<file path="src/sv/cwrm_pkg.sv">
// Package for the center window RGB mean block: shared types, constants and
// the 5/6-bit to 8-bit channel expansion functions. No dependencies.
package cwrm_pkg;

  localparam int COORD_BITS_DEF = 10;
  localparam int MAX_RADIUS_DEF = 7;

  localparam int PIXEL_BITS    = 16;
  localparam int DIM_BITS      = 10;
  localparam int RADIUS_BITS   = 3;
  localparam int MEAN_BITS     = 8;
  localparam int CFG_IDX_BITS  = 2;
  localparam int CFG_DATA_BITS = 10;

  localparam int DIV_STEPS     = 8;
  localparam int DIV_STEP_BITS = 3;

  localparam logic [DIM_BITS-1:0]    WIDTH_RST  = 10'd320;
  localparam logic [DIM_BITS-1:0]    HEIGHT_RST = 10'd240;
  localparam logic [RADIUS_BITS-1:0] RADIUS_RST = 3'd3;
  localparam logic                   SWAP_RST   = 1'b1;

  typedef enum logic [CFG_IDX_BITS-1:0] {
    REG_FRAME_WIDTH   = 2'd0,
    REG_FRAME_HEIGHT  = 2'd1,
    REG_WINDOW_RADIUS = 2'd2,
    REG_SWAP_RED_BLUE = 2'd3
  } cwrm_reg_t;

  typedef enum logic [1:0] {
    ST_ACCUM,
    ST_DIVIDE,
    ST_WAIT
  } cwrm_state_t;

  typedef struct packed {
    logic                     accept;
    logic                     last;
    logic                     div_step;
    logic [DIV_STEP_BITS-1:0] div_bit;
    logic                     load_out;
  } cwrm_cmd_t;

  // floor(v * 255 / 31) = 8v + floor(7v / 31); the second term uses the
  // reciprocal 265 / 2^13, exact for 7v up to 217.
  function automatic logic [MEAN_BITS-1:0] expand5(input logic [4:0] v);
    logic [7:0]  n;
    logic [16:0] p;
    n = 8'(v) * 8'd7;
    p = 17'(n) * 17'd265;
    return {v, 3'b000} + 8'(p >> 13);
  endfunction

  // floor(v * 255 / 63) = 4v + floor(v / 21).
  function automatic logic [MEAN_BITS-1:0] expand6(input logic [5:0] v);
    logic [1:0] corr;
    if (v == 6'd63) begin
      corr = 2'd3;
    end else if (v >= 6'd42) begin
      corr = 2'd2;
    end else if (v >= 6'd21) begin
      corr = 2'd1;
    end else begin
      corr = 2'd0;
    end
    return {v, 2'b00} + 8'(corr);
  endfunction

endpackage

</file>
<file path="src/sv/cwrm_ctrl.sv">
// Controller of the center window RGB mean block: handshake state machine
// and division step sequencing. Depends on cwrm_pkg.
module cwrm_ctrl (
  input  logic               clk,
  input  logic               rst_n,
  input  logic               in_valid,
  input  logic               in_last,
  output logic               in_ready,
  output logic               out_valid,
  input  logic               out_ready,
  output cwrm_pkg::cwrm_cmd_t cmd
);
  import cwrm_pkg::*;

  cwrm_state_t              state_r, state_nxt;
  logic [DIV_STEP_BITS-1:0] step_r, step_nxt;
  logic                     out_valid_r, out_valid_nxt;
  logic                     out_free;

  assign out_free  = !out_valid_r || out_ready;
  assign out_valid = out_valid_r;

  always_comb begin
    state_nxt = state_r;
    step_nxt  = step_r;
    case (state_r)
      ST_ACCUM: begin
        step_nxt = '0;
        if (in_valid && in_last) begin
          state_nxt = ST_DIVIDE;
        end
      end
      ST_DIVIDE: begin
        step_nxt = step_r + 1'b1;
        if (step_r == DIV_STEP_BITS'(DIV_STEPS - 1)) begin
          state_nxt = ST_WAIT;
        end
      end
      ST_WAIT: begin
        if (out_free) begin
          state_nxt = ST_ACCUM;
        end
      end
      default: begin
        state_nxt = ST_ACCUM;
      end
    endcase
  end

  always_comb begin
    in_ready      = 1'b0;
    cmd           = '0;
    cmd.div_bit   = DIV_STEP_BITS'(DIV_STEPS - 1) - step_r;
    out_valid_nxt = out_valid_r && !out_ready;
    case (state_r)
      ST_ACCUM: begin
        in_ready   = 1'b1;
        cmd.accept = in_valid;
        cmd.last   = in_valid && in_last;
      end
      ST_DIVIDE: begin
        cmd.div_step = 1'b1;
      end
      ST_WAIT: begin
        if (out_free) begin
          cmd.load_out  = 1'b1;
          out_valid_nxt = 1'b1;
        end
      end
      default: begin
      end
    endcase
  end

  always_ff @(posedge clk) begin
    if (!rst_n) begin
      state_r     <= ST_ACCUM;
      step_r      <= '0;
      out_valid_r <= 1'b0;
    end else begin
      state_r     <= state_nxt;
      step_r      <= step_nxt;
      out_valid_r <= out_valid_nxt;
    end
  end

endmodule

</file>
<file path="src/sv/cwrm_datapath.sv">
// Datapath of the center window RGB mean block: position counters, window
// test, channel sums, restoring dividers and result register. Uses cwrm_pkg.
module cwrm_datapath #(
  parameter int COORD_BITS = cwrm_pkg::COORD_BITS_DEF,
  parameter int MAX_RADIUS = cwrm_pkg::MAX_RADIUS_DEF
) (
  input  logic                                clk,
  input  logic                                rst_n,
  input  cwrm_pkg::cwrm_cmd_t                 cmd,
  input  logic [cwrm_pkg::PIXEL_BITS-1:0]     pixel,
  input  logic [cwrm_pkg::DIM_BITS-1:0]       frame_width,
  input  logic [cwrm_pkg::DIM_BITS-1:0]       frame_height,
  input  logic [cwrm_pkg::RADIUS_BITS-1:0]    window_radius,
  input  logic                                swap_red_blue,
  output logic [cwrm_pkg::MEAN_BITS-1:0]      red_mean,
  output logic [cwrm_pkg::MEAN_BITS-1:0]      green_mean,
  output logic [cwrm_pkg::MEAN_BITS-1:0]      blue_mean,
  output logic                                status
);
  import cwrm_pkg::*;

  localparam int WIN_SIDE   = 2 * MAX_RADIUS + 1;
  localparam int MAX_COUNT  = WIN_SIDE * WIN_SIDE;
  localparam int COUNT_BITS = $clog2(MAX_COUNT + 1);
  localparam int SUM_BITS   = $clog2(MAX_COUNT * 255 + 1);
  localparam int CW         = ((COORD_BITS > DIM_BITS) ? COORD_BITS : DIM_BITS) + 1;
  localparam int RMAX_BITS  = $clog2(MAX_RADIUS + 1);
  localparam int RCW        = (RMAX_BITS > RADIUS_BITS) ? RMAX_BITS : RADIUS_BITS;
  localparam int NCH        = 3;

  logic [COORD_BITS-1:0] col_r, col_nxt, row_r, row_nxt;
  logic [SUM_BITS-1:0]   sum_r [NCH];
  logic [SUM_BITS-1:0]   sum_upd [NCH];
  logic [COUNT_BITS-1:0] count_r, count_upd;
  logic [SUM_BITS-1:0]   rem_r [NCH];
  logic [MEAN_BITS-1:0]  quo_r [NCH];
  logic [COUNT_BITS-1:0] den_r;
  logic [MEAN_BITS-1:0]  mean_r [NCH];
  logic                  status_r;

  logic [RCW-1:0]        rad;
  logic [CW-1:0]         x, y, w, h, cx, cy, r;
  logic                  in_win;
  logic [MEAN_BITS-1:0]  hi8, mid8, lo8;
  logic [MEAN_BITS-1:0]  ch_val [NCH];
  logic [SUM_BITS-1:0]   trial [NCH];

  assign rad = (RCW'(window_radius) > RCW'(MAX_RADIUS)) ? RCW'(MAX_RADIUS)
                                                         : RCW'(window_radius);
  assign x  = CW'(col_r);
  assign y  = CW'(row_r);
  assign w  = CW'(frame_width);
  assign h  = CW'(frame_height);
  assign cx = CW'(frame_width >> 1);
  assign cy = CW'(frame_height >> 1);
  assign r  = CW'(rad);

  assign in_win = (x < w) && (y < h) && (x + r >= cx) && (x <= cx + r) &&
                  (y + r >= cy) && (y <= cy + r);

  assign hi8  = expand5(pixel[15:11]);
  assign mid8 = expand6(pixel[10:5]);
  assign lo8  = expand5(pixel[4:0]);

  assign ch_val[0] = swap_red_blue ? lo8 : hi8;
  assign ch_val[1] = mid8;
  assign ch_val[2] = swap_red_blue ? hi8 : lo8;

  always_comb begin
    for (int c = 0; c < NCH; c++) begin
      sum_upd[c] = sum_r[c] + (in_win ? SUM_BITS'(ch_val[c]) : '0);
      trial[c]   = SUM_BITS'(den_r) << cmd.div_bit;
    end
    count_upd = count_r + COUNT_BITS'(in_win);
    if (x + CW'(1) >= w) begin
      col_nxt = '0;
      row_nxt = row_r + 1'b1;
    end else begin
      col_nxt = col_r + 1'b1;
      row_nxt = row_r;
    end
  end

  // Frame accumulation; the last pixel hands its totals to the dividers.
  always_ff @(posedge clk) begin
    if (!rst_n) begin
      col_r   <= '0;
      row_r   <= '0;
      count_r <= '0;
      for (int c = 0; c < NCH; c++) begin
        sum_r[c] <= '0;
      end
    end else if (cmd.accept) begin
      if (cmd.last) begin
        col_r   <= '0;
        row_r   <= '0;
        count_r <= '0;
        for (int c = 0; c < NCH; c++) begin
          sum_r[c] <= '0;
        end
      end else begin
        col_r   <= col_nxt;
        row_r   <= row_nxt;
        count_r <= count_upd;
        for (int c = 0; c < NCH; c++) begin
          sum_r[c] <= sum_upd[c];
        end
      end
    end
  end

  // Restoring division, one quotient bit per step from the top bit down.
  // The mean is below 256, so eight steps cover the quotient.
  always_ff @(posedge clk) begin
    if (cmd.accept && cmd.last) begin
      den_r <= count_upd;
      for (int c = 0; c < NCH; c++) begin
        rem_r[c] <= sum_upd[c];
        quo_r[c] <= '0;
      end
    end else if (cmd.div_step) begin
      for (int c = 0; c < NCH; c++) begin
        if (rem_r[c] >= trial[c]) begin
          rem_r[c]              <= rem_r[c] - trial[c];
          quo_r[c][cmd.div_bit] <= 1'b1;
        end
      end
    end
  end

  always_ff @(posedge clk) begin
    if (cmd.load_out) begin
      status_r <= (den_r == '0);
      for (int c = 0; c < NCH; c++) begin
        mean_r[c] <= (den_r == '0) ? '0 : quo_r[c];
      end
    end
  end

  assign red_mean   = mean_r[0];
  assign green_mean = mean_r[1];
  assign blue_mean  = mean_r[2];
  assign status     = status_r;

endmodule

</file>
<file path="src/sv/center_window_rgb_mean.sv">
// Top level of the center window RGB mean block: configuration registers and
// the controller and datapath. Depends on cwrm_pkg, cwrm_ctrl, cwrm_datapath.
//
// The block takes RGB565 pixels of a frame in raster order, one transfer per
// clock, and averages the pixels that fall in a square window of the
// configured radius around the frame center, clipped to the frame. Each
// channel is expanded to 8 bits before it is summed, and red and blue can be
// swapped for BGR565 sources. A transfer with in_last_pixel set closes the
// frame: that pixel still counts, and the block then produces one result
// with the truncated per-channel means and status 0, or zeros and status 1
// when no pixel fell in the window. While a frame streams, a pixel is taken
// every cycle, also while an earlier result waits on out_ready. After the
// last pixel, the three restoring dividers work out the quotient one bit per
// step, top bit first, and then load the result register; in_ready stays low
// through both, longer only if the previous result has not been taken.
// Configuration writes are always accepted and should be made only while
// the block is idle; the position counters and sums clear at reset and after
// every last pixel.
module center_window_rgb_mean #(
  parameter int COORD_BITS = cwrm_pkg::COORD_BITS_DEF,
  parameter int MAX_RADIUS = cwrm_pkg::MAX_RADIUS_DEF
) (
  input  logic                                 clk,
  input  logic                                 rst_n,
  input  logic                                 in_valid,
  output logic                                 in_ready,
  input  logic [cwrm_pkg::PIXEL_BITS-1:0]      in_pixel,
  input  logic                                 in_last_pixel,
  output logic                                 out_valid,
  input  logic                                 out_ready,
  output logic [cwrm_pkg::MEAN_BITS-1:0]       out_red_mean,
  output logic [cwrm_pkg::MEAN_BITS-1:0]       out_green_mean,
  output logic [cwrm_pkg::MEAN_BITS-1:0]       out_blue_mean,
  output logic                                 out_status,
  input  logic                                 cfg_valid,
  output logic                                 cfg_ready,
  input  logic [cwrm_pkg::CFG_IDX_BITS-1:0]    cfg_index,
  input  logic [cwrm_pkg::CFG_DATA_BITS-1:0]   cfg_data
);
  import cwrm_pkg::*;

  logic [DIM_BITS-1:0]    frame_width_r;
  logic [DIM_BITS-1:0]    frame_height_r;
  logic [RADIUS_BITS-1:0] window_radius_r;
  logic                   swap_red_blue_r;
  cwrm_cmd_t              cmd;

  // The configuration port never stalls.
  assign cfg_ready = 1'b1;

  always_ff @(posedge clk) begin
    if (!rst_n) begin
      frame_width_r   <= WIDTH_RST;
      frame_height_r  <= HEIGHT_RST;
      window_radius_r <= RADIUS_RST;
      swap_red_blue_r <= SWAP_RST;
    end else if (cfg_valid) begin
      case (cwrm_reg_t'(cfg_index))
        REG_FRAME_WIDTH:   frame_width_r   <= cfg_data[DIM_BITS-1:0];
        REG_FRAME_HEIGHT:  frame_height_r  <= cfg_data[DIM_BITS-1:0];
        REG_WINDOW_RADIUS: window_radius_r <= cfg_data[RADIUS_BITS-1:0];
        REG_SWAP_RED_BLUE: swap_red_blue_r <= cfg_data[0];
        default: begin
        end
      endcase
    end
  end

  // The controller owns the handshakes and sequences the division steps.
  cwrm_ctrl u_ctrl (
    .clk       (clk),
    .rst_n     (rst_n),
    .in_valid  (in_valid),
    .in_last   (in_last_pixel),
    .in_ready  (in_ready),
    .out_valid (out_valid),
    .out_ready (out_ready),
    .cmd       (cmd)
  );

  // The datapath tracks position, accumulates the window and divides.
  cwrm_datapath #(
    .COORD_BITS (COORD_BITS),
    .MAX_RADIUS (MAX_RADIUS)
  ) u_datapath (
    .clk           (clk),
    .rst_n         (rst_n),
    .cmd           (cmd),
    .pixel         (in_pixel),
    .frame_width   (frame_width_r),
    .frame_height  (frame_height_r),
    .window_radius (window_radius_r),
    .swap_red_blue (swap_red_blue_r),
    .red_mean      (out_red_mean),
    .green_mean    (out_green_mean),
    .blue_mean     (out_blue_mean),
    .status        (out_status)
  );

endmodule

</file>
<file path="config.mk">
export PLATFORM = sky130hd
export DESIGN_NAME = center_window_rgb_mean
export DESIGN_NICKNAME = d
export VERILOG_FILES = /design/src/sv/cwrm_pkg.sv /design/src/sv/cwrm_ctrl.sv /design/src/sv/cwrm_datapath.sv /design/src/sv/center_window_rgb_mean.sv
export SDC_FILE = /design/constraint.sdc
export NUM_CORES = 1
export LEC_CHECK = 0
export BUFFER_PORTS_ARGS = -buffer_cell sky130_fd_sc_hd__buf_4
export CORE_ASPECT_RATIO = 1.4
export CORE_MARGIN = 2
export CORE_UTILIZATION = 46
export DETAILED_ROUTE_END_ITERATION = 8
export HOLD_SLACK_MARGIN = 0.12
export PLACE_DENSITY_LB_ADDON = 0.08
export SYNTH_ARGS = -nofsm -noshare
export SYNTH_HDL_FRONTEND = slang
export SYNTH_SLANG_ARGS = --single-unit
</file>
<file path="constraint.sdc">
create_clock -name clk -period 7.4 [get_ports clk]
set_clock_uncertainty 0.05 [all_clocks]
set_input_delay 1.11 -clock clk [delete_from_list [all_inputs] [get_ports clk]]
set_output_delay 1.11 -clock clk [all_outputs]
set_load 0.02 [all_outputs]
</file>
=== Word level (Yosys, flattened, before mapping) ===
Memories as Yosys holds them, arrays and structs flattened.
Cells that the tools add are included.

* Register bits: 67
* RAM bits: 144
* Input bits: 34
* Output and inout bits: 28
* Word-level logic and storage cells: 213
* Memories kept: 4

* Add/sub/neg operators: 19
* Multiply operators: 4
* $lt $le $gt $ge: 15
* Equal/unequal tests: 10
* Shift operators: 1
* Multiplexer cells: 92
* Bitwise operators: 33
* Reduce and logical (&&, ||, !) cells: 23

{| class="wikitable"
|+ Memories
! name !! depth !! width !! read ports !! clocked after Yosys merged registers in !! wr ports !! line !! RTL
|-
| u_datapath.rem_r || 3 || 16 || 3 || 0 || 3 || cwrm_datapath.sv:35 || <nowiki>logic [SUM_BITS-1:0] rem_r [NCH];</nowiki>
|-
| u_datapath.sum_r || 3 || 16 || 3 || 0 || 3 || cwrm_datapath.sv:32 || <nowiki>logic [SUM_BITS-1:0] sum_r [NCH];</nowiki>
|-
| u_datapath.mean_r || 3 || 8 || 3 || 0 || 3 || cwrm_datapath.sv:38 || <nowiki>logic [MEAN_BITS-1:0] mean_r [NCH];</nowiki>
|-
| u_datapath.quo_r || 3 || 8 || 3 || 0 || 3 || cwrm_datapath.sv:36 || <nowiki>logic [MEAN_BITS-1:0] quo_r [NCH];</nowiki>
|}

{| class="wikitable"
|+ Operators with widths
! cell !! count
|-
| $mux 16 || 9
|-
| $mux 8 || 12
|-
| $mux 1 || 57
|-
| $add 16x16->16 || 3
|-
| $ge 16x16->1 || 3
|-
| $sub 16x16->16 || 3
|-
| $mux 10 || 4
|-
| $mul 8x9->17 const B || 2
|-
| $or 1x1->1 || 33
|-
| $add 10x3->11 || 2
|-
| $ge 11x9->1 || 2
|-
| $le 10x11->1 || 2
|-
| $add 10x1->10 const B || 2
|-
| $add 9x3->10 || 2
|-
| $lt 10x10->1 || 2
|-
| $add 8x4->8 || 2
|-
| $mul 5x3->8 const B || 2
|-
| $shl 8x3->16 || 1
|-
| $mux 2 || 6
|-
| $add 10x1->11 const B || 1
|-
| $ge 11x10->1 || 1
|-
| $reduce_and 2->1 || 5
|-
| $logic_and 1x1->1 || 9
|-
| $add 8x1->8 || 1
|-
| 23 further kinds || 31
|}

=== Longest topological paths before layout ===
Gate-level depths: netlist (run 1).

* Depth after elaboration: 11
* Depth in mapped cells: 33
* Mapped depth without buffers: 33

=== By module ===
From an unflattened synthesis (run 1), not the netlist that was laid out.

* Cell total of the unflattened synthesis: 1,698
* Area total of the unflattened synthesis: 16,592.2 sq um

{| class="wikitable"
|+ Modules (own cells, without submodules)
! module !! times used !! cells each !! area each (sq um) !! sequential area each (sq um)
|-
| cwrm_datapath || 1 || 1,557 || 15,243.4 || 5,154.9
|-
| center_window_rgb_mean || 1 || 104 || 1,013.5 || 480.5
|-
| cwrm_ctrl || 1 || 37 || 335.3 || 120.1
|}

=== Worst setup path after synthesis (run 1) ===
Ideal clock, no wire load.

* Path type: input to register
* Start point: in in_pixel[12] (netlist bit)
* End point: mem u_datapath.rem_r[0][45] (netlist bit) (data pin)
* Setup time: 0.273 ns
* Data arrival time: 6.959 ns
* Required time: 7.077 ns
* Path slack: 0.118 ns
* Stages on the path: 29
* Path buffers: 0
* Cells stage by stage: fa_1 -> ha_1 -> a21o_1 -> a21oi_1 -> nor2b_1 -> o21ai_0 -> nand2b_1 -> ha_1 -> fa_1 -> ha_1 -> ha_1 -> a31oi_1 -> o21ai_0 -> a41o_1 -> a21oi_1 -> nor2b_1 -> and2_1 -> ha_1 -> ha_1 -> xor2_1 -> nor2_1 -> a2111oi_0 -> ha_1 -> o21ai_0 -> a221oi_1 -> a41o_1 -> nand4_1 -> xor2_1 -> mux2i_1

{| class="wikitable"
|+ RTL lines
! element !! line !! RTL
|-
| start, declared || center_window_rgb_mean.sv:27 || <nowiki>input logic [cwrm_pkg::PIXEL_BITS-1:0] in_pixel,</nowiki>
|-
| end, declared || cwrm_datapath.sv:35 ||
|}

==> impl_metrics.py, run 1 <==
metrics = {
    "clocking": {
        "htreeDepth": 1,
        "cts_tree": "yes",
        "cts_buffer_depth": 3,
        "cts_made_buffers": 23,
        "clk_pin_slew_ns": 0.06,
        "clkLatencyLatePin_ns": 0.54,
        "cts_num_sinks": 211,
        "hold_buffers": 0,
        "cts-root-buf": "clkbuf_16",
    },
    "worst_setup_path": {
        "rr_endpoint": "u_datapath.rem_r[0][30]",
        "crit_family": "adder cells",
        "required_ns": 7.62,
        "cp_num_cells": 32,
        "cp-end-kind": "flip-flop",
        "crit_buf_inv": 7,
        "worstSetupEndpoint": "u_datapath.rem_r[0][45]",
        "cp.arrival_ns": 7.23,
        "r2r_cells": 21,
        "cp_common_cell": "ha_1",
        "reg2reg_from": "window_radius_r[1]",
        "cp_slowest_cell": "fa_1",
        "critPathKind": "in -> reg",
        "r2r_setup_slack_ns": 1.25,
        "path_max_fanout": 3,
        "cp-startpoint": "in_pixel[0]",
        "slowest_delay_ns": 0.53,
        "critPathLaunchType": "input port",
    },
    "floorplan": {
        "initial_utilization": 0.466,
        "die_w_um": 163,
        "rows": 81,
        "pin_count": 62,
        "chipHeight_um": 226,
        "die-area_um2": 36900,
        "core-area_um2": 34900,
    },
    "cells_and_area": {
        "nets": 2086,
        "drive_above_1_share": 0.113,
        "n_antenna_cell": 0,
        "finalNonFillerCells": 2285,
        "area_growth_syn_to_layout_pct": 14.1,
        "final_area_um2": 18500,
        "fill_cells": 3262,
        "multiInputGateArea_um2": 10100,
        "seq_area_um2": 5760,
    },
    "drt": {
        "drc": 0,
        "met1Wirelength_um": 15500,
        "vias_per_cell": 5.46,
        "first_iter_violations": 506,
        "dr_wl_met3_um": 883,
        "top_layer_used": "met4",
        "wl_per_cell_um": 16.5,
        "vias": 12500,
        "ant_nets": 0,
        "firstDrtPassIters": 4,
        "wl_met2_um": 20000,
        "drt-total-wl_um": 37800,
    },
    "synthesis": {
        "synth_seq_cells": 211,
        "yosysWarningCount": 0,
        "synth_edf_count": 153,
        "synth_common_cells": "ha_1 (218), edfxtp_1 (153), nand2_1 (145)",
        "synth_area_leader_cell": "edfxtp_1",
        "syn_nets": 1965,
        "postSynthAreaPerCell_um2": 9.61,
        "synthArstFlopShare": 0,
        "synth_area_um2": 16300,
        "seq_area_frac_synth": 0.354,
        "synthDistinctLibCells": 66,
        "post-synth-top-count-cell": "ha_1",
        "syn_inst": 1691,
        "synth.area.top_cells": "edfxtp_1 (28%), ha_1 (17%), dfxtp_1 (7.1%)",
        "synthFlopType": "edfxtp_1",
        "yosys.area.top_type_share": 0.283,
    },
    "power": {
        "powerDensity_nw_per_um2": 205,
        "power.leakage_nw": 7.92,
        "ir_drop_mv": 0.152,
        "total_power_mw": 3.80,
    },
    "timing": {
        "fmax_mhz": 143,
        "fin_crit_ns": 7.01,
        "slew_violations": 0,
        "setup_violations": 0,
        "hold_viol": 0,
        "timing.final.crit_share": 0.947,
        "hold_slack_ns": 0.430,
        "maxSlewHeadroom": 0.266,
        "worstMarginPinSlew_ns": 1.10,
    },
    "min_path": {
        "min_path_type": "reg -> reg",
    },
    "grt": {
        "overflow": 0,
        "grt_max_degree": 49,
        "grt_pass1_wl_um": 62100,
        "grt_pass1_vias": 12500,
        "antenna_found_initial": 0,
        "grt_usage": 0.209,
    },
    "job": {
        "max-cap-violations": 0,
    },
    "place": {
        "place_hpwl_um": 29800,
        "dp.cells": 2240,
        "gp_congestion": 0.818,
        "port_buffers": 60,
        "dpl-instance-area_um2": 17700,
    },
    "status": {
        "status": "completed",
    },
}
==> routing by layer <==
metal	up-vias	global-route usage
li1	6354	-
met1	5903	0.238
met2	150	0.400
met3	75	0.0179
met4	0	0.0805
met5	-	0
==> stage by stage <==
| stage | utilization | setup slack [ns] | TNS (ns) |
|---|---|---|---|
| 3_3_place_gp | 0.507 | -0.643 | -11.30 |
| 5_1_grt | 0.532 | -0.0426 | -0.0737 |
| 2_1_floorplan | - | 0.118 | 0 |
| 4_1_cts | 0.528 | 0.00879 | 0 |
| 3_5_place_dp | 0.507 | -0.709 | -15.48 |
| 6_report | 0.532 | 0.389 | 0 |
==> report_power, final <==
group | total [mW] | leakage (nW) | internal, mW | switching, mW
clock network | 1.12 | 0.341 | 0.621 | 0.495
registers | 1.47 | 1.99 | 1.42 | 0.0469
logic | 1.21 | 5.58 | 0.542 | 0.671
==> worst min-delay path by stage <==
stage	startpoint	endpoint	slack (ns)	depth (start not counted)
after floorplan	frame_height_r[0]	frame_height_r[0]	0.39	2
after CTS	frame_height_r[9]	frame_height_r[9]	0.44	2
final	frame_height_r[9]	frame_height_r[9]	0.43	2
after global routing	u_datapath.count_r[0]	u_datapath.count_r[0]	0.46	1
after detailed placement	u_datapath.count_r[0]	u_datapath.count_r[0]	0.43	1
after global placement	u_datapath.count_r[0]	u_datapath.count_r[0]	0.42	1
==> repair_timing <==
item,CTS,global route
endpoints found under the setup margin,8,40
pin swaps,0,14
setup buffers,0,3
gates resized for setup,2,25
gates cloned,0,0
==> tightest hold or removal path, delay by kind of cell (launching register included) <==
kind / cells / cell delay [ns]
AO/OA/AOI/OAI: 1 / 0.06
flip-flops: 1 / 0.32
AND/OR/NAND/NOR: 1 / 0.05
==> flip-flops by register name (all words and copies together), names as in the netlist <==
register / cells
u_datapath.rem_r: 48
frame_height_r: 10
u_datapath.col_r: 10
u_datapath.quo_r: 24
swap_red_blue_r: 1
u_datapath.sum_r: 48
u_datapath.den_r: 8
frame_width_r: 10
u_datapath.row_r: 10
u_datapath.count_r: 8
u_datapath.status: 1
u_ctrl.step_r: 3
window_radius_r: 3
u_ctrl.state_r: 2
u_ctrl.out_valid: 1
u_datapath.mean_r: 24
==> layout by cell type, fill, tap and decap left out, drive strengths merged, types with 22 or more instances in the layout <==
cell and count:
fa 22, a21o 33, dfxtp 58, nand3 32
nand2 145, inv 95, nor2b 33, a21oi 90
o21a 24, nor2 142, mux2i 70, o21ai 104
and2 32, edfxtp 153, xor2 55, buf 142
ha 218, xnor2 78, nand2b 25, clkbuf 27
nor3 33
==> layout make-up <==
class | count | share of cell area
Multi-Input combinational cell | 1340 | 0.543
Sequential cell | 211 | 0.310
Timing Repair Buffer | 142 | 0.0575
Clock buffer | 27 | 0.0324
Tap cell | 456 | 0.0308
Inverter | 94 | 0.0190
Clock inverter | 15 | 0.00661
==> cells by family after synthesis <==
kind of cell / synth area share
simple gates: 0.157
mux: 0.0452
xor+xnor: 0.0717
fa+ha+maj: 0.195
buf+inv: 0.0337
other cells: 0.000231
compound gates: 0.143
flops: 0.354
Note: power is estimated with default switching activity, not from simulation.
==> run 2: changes to the inputs <==
--- a/config.mk
+++ b/config.mk
@@ -5,6 +5,7 @@
 export SDC_FILE = /design/constraint.sdc
 export NUM_CORES = 1
 export LEC_CHECK = 0
+export ABC_AREA = 1
 export BUFFER_PORTS_ARGS = -buffer_cell sky130_fd_sc_hd__buf_4
 export CORE_ASPECT_RATIO = 1.4
 export CORE_MARGIN = 2
==> run 2 against run 1 <==
Against the previous run: fmax is 3.5% higher; worst setup slack better by 0.24 ns; core utilization down 2.2 points; sequential share of layout area down 0.97 points; clock-buffer cell count grew 2; clock power grew 12%; first-iteration DRC count rose by 31%; final area is 3.2% higher; global-route usage up 0.26 points; synthesized cell count is 28% higher; critical path depth increased by 1; total power is 1.2% higher; critical path type unchanged; critical endpoint is now u_datapath.rem_r[0][47]; largest power group unchanged.
==> impl_metrics.py, run 2 <==
metrics = {
    "job": {
        "max-cap-violations": 0,
    },
    "power": {
        "sw_frac_of_total": 0.339,
        "p_comb_frac": 0.302,
        "p_int_mw": 2.54,
        "p_seq_frac": 0.372,
        "powerDensity_nw_per_um2": 201,
        "power.share.clock": 0.326,
        "power.leakage_nw": 8.91,
        "ir_drop_mv": 0.176,
        "p_sw_mw": 1.30,
    },
    "drt": {
        "vias_per_cell": 5.26,
        "firstDrtPassIters": 5,
        "drt-total-wl_um": 42100,
        "drc": 0,
        "first_iter_violations": 664,
        "wl_per_cell_um": 15.6,
        "vias": 14200,
        "ant_nets": 0,
    },
    "timing": {
        "hold_viol": 0,
        "fin_crit_ns": 6.78,
        "rsz0062_at_grt": "no",
        "worstMarginPinSlew_ns": 1.09,
        "fmax_mhz": 148,
        "setup_tns_ns": 0,
        "setup_ws_ns": 0.624,
        "slew_violations": 0,
        "timing.final.crit_share": 0.916,
        "maxSlewHeadroom": 0.273,
        "setup_violations": 0,
    },
    "worst_setup_path": {
        "crit_buf_inv": 4,
        "worstSetupEndpoint": "u_datapath.rem_r[0][47]",
        "critPathLaunchType": "input port",
        "slowest_delay_ns": 0.53,
        "critPathKind": "in -> reg",
        "r2r_setup_slack_ns": 1.54,
        "reg2reg_from": "window_radius_r[1]",
        "cp-startpoint": "in_pixel[0]",
        "required_ns": 7.62,
        "cp.arrival_ns": 6.99,
        "r2r_cells": 27,
        "cp-end-kind": "flip-flop",
        "rr_endpoint": "u_datapath.rem_r[0][12]",
        "cp_common_cell": "ha_1",
        "cp_num_cells": 33,
        "cp_slowest_cell": "fa_1",
        "path_max_fanout": 5,
        "crit_family": "adder cells",
    },
    "clocking": {
        "cts-root-buf": "clkbuf_16",
        "clk_pin_slew_ns": 0.07,
        "cts_buffer_depth": 3,
        "clkLatencyLatePin_ns": 0.56,
        "cts_tree": "yes",
        "hold_buffers": 0,
        "cts_made_buffers": 23,
        "htreeDepth": 1,
        "cts_num_sinks": 211,
    },
    "cells_and_area": {
        "mostFrequentLayoutCells": "nand2_1 (464), inv_1 (271), ha_1 (218)",
        "final_core_util": 0.510,
        "n_antenna_cell": 0,
        "drive_above_1_share": 0.0993,
        "layout_commonest_cell": "nand2_1",
        "area_growth_syn_to_layout_pct": 9.46,
        "top_regs": "u_datapath.rem_r: 48 flops, u_datapath.sum_r: 48 flops",
        "nets": 2482,
    },
    "synthesis": {
        "synthArstFlopShare": 0,
        "synthDistinctLibCells": 54,
        "synth_xor_area_frac": 0.0651,
        "syn_inst": 2162,
        "synth-simple-area-share": 0.225,
        "synth_compound_area_frac": 0.121,
        "synth_seq_cells": 211,
        "synth.area.top_cells": "edfxtp_1 (26%), ha_1 (16%), nand2_1 (10%)",
        "yosysWarningCount": 0,
        "synth_top_family_by_area": "simple AND/OR/NAND/NOR gates",
        "syn_nets": 2436,
        "yosys.area.top_type_share": 0.263,
        "synth_area_um2": 17500,
        "postSynthAreaPerCell_um2": 8.09,
        "seq_area_frac_synth": 0.329,
        "synthFlopType": "edfxtp_1",
        "synth_edf_count": 153,
        "muxShareOfSynthArea": 0.00115,
        "yosys.area_share.adder": 0.181,
        "post-synth-top-count-cell": "nand2_1",
        "synth_area_leader_cell": "edfxtp_1",
        "synth_common_cells": "nand2_1 (465), inv_1 (271), ha_1 (218)",
    },
    "grt": {
        "grt_usage": 0.212,
        "antenna_found_initial": 0,
        "overflow": 0,
        "grt_pass1_wl_um": 68000,
        "grt_pass1_vias": 13600,
        "grt_max_degree": 75,
    },
    "floorplan": {
        "core-area_um2": 37500,
        "pin_count": 62,
        "initial_utilization": 0.466,
        "die-area_um2": 39600,
        "rows": 84,
        "chipHeight_um": 235,
        "die_w_um": 169,
    },
    "place": {
        "port_buffers": 60,
        "gp_congestion": 0.903,
        "place_hpwl_um": 33200,
        "dp_slack_ns": 0.0126,
    },
    "status": {
        "status": "completed",
    },
    "min_path": {
        "min_path_type": "reg -> reg",
    },
}
==> run 2: final cells by class <==
cell class / instances / area, um2
multi-input combinational: 1620 / 10400
clock buffer: 29 / 647
clock inverter: 13 / 163
inverter: 282 / 1060
tap: 473 / 592
sequential: 211 / 5760
timing repair buffer: 70 / 526
fill: 3635 / 18400
==> run 2: timing repair <==
action / in CTS / in global routing
endpoints found under the setup margin: 0 / 6
gates resized for setup: 0 / 1
hold endpoints to repair: 0 / 0
setup buffers: 0 / 2
==> run 2: per-stage QoR <==
stage / cell area (um2) / std cells / power, mW / hold slack [ns]
floorplan: 17500 / 2162 / 2.34 / 0.393
global placement: 18300 / 2654 / 2.60 / 0.412
detailed placement: 18300 / 2654 / 2.62 / 0.424
CTS: 19100 / 2696 / 3.88 / 0.434
global route: 19100 / 2698 / 4.09 / 0.457
finish: 19100 / 2698 / 3.84 / 0.438
==> run 2: cells by family (layout without fill, tap and decap cells) <==
group           count (synthesis)  count (layout)
compound gates                361             361
xor+xnor                      130             130
fa+ha+maj                     240             240
buf+inv                       331             394
flops                         211             211
mux                             2               2
other cells                     1               1
simple gates                  886             886
==> run 2: metal layers <==
layer	share of wire	vias up	global-route usage	wire [um]
li1	-	7343	-	-
met1	0.43	6574	0.257	18000
met2	0.52	210	0.392	21700
met3	0.028	63	0.0177	1170
met4	0.029	0	0.0692	1210
met5	0	-	0	0
==> run 2: worst min-delay path by stage <==
stage | cells past startpoint | start | endpoint | slack [ns]
2_1_floorplan | 2 | window_radius_r[2] | window_radius_r[2] | 0.39
3_3_place_gp | 2 | u_datapath.count_r[0] | u_datapath.count_r[0] | 0.41
3_5_place_dp | 2 | u_datapath.count_r[7] | u_datapath.count_r[7] | 0.42
4_1_cts | 2 | u_datapath.count_r[7] | u_datapath.count_r[7] | 0.43
5_1_grt | 2 | u_datapath.count_r[7] | u_datapath.count_r[7] | 0.46
6_report | 2 | u_datapath.count_r[7] | u_datapath.count_r[7] | 0.44
==> run 2: worst register-to-register path, delay by kind of cell, from the launching register on <==
family / cells / cell delay, ns
flip-flops: 1 / 0.58
adder cells (fa/ha/maj): 4 / 1.42
AND/OR/NAND/NOR: 14 / 1.94
XOR/XNOR: 2 / 0.32
buffers and inverters: 3 / 0.37
AO/OA/AOI/OAI: 4 / 0.96
==> run 2: power by group through the flow <==
stage                     clock network (mW)  registers (mW)  logic, mW
final                                   1.25            1.43       1.16
after global routing                    1.32            1.44       1.33
after CTS                               1.28            1.43       1.17
after detailed placement                   0            1.45       1.16
after global placement                     0            1.45       1.15
after floorplan                            0            1.44      0.903
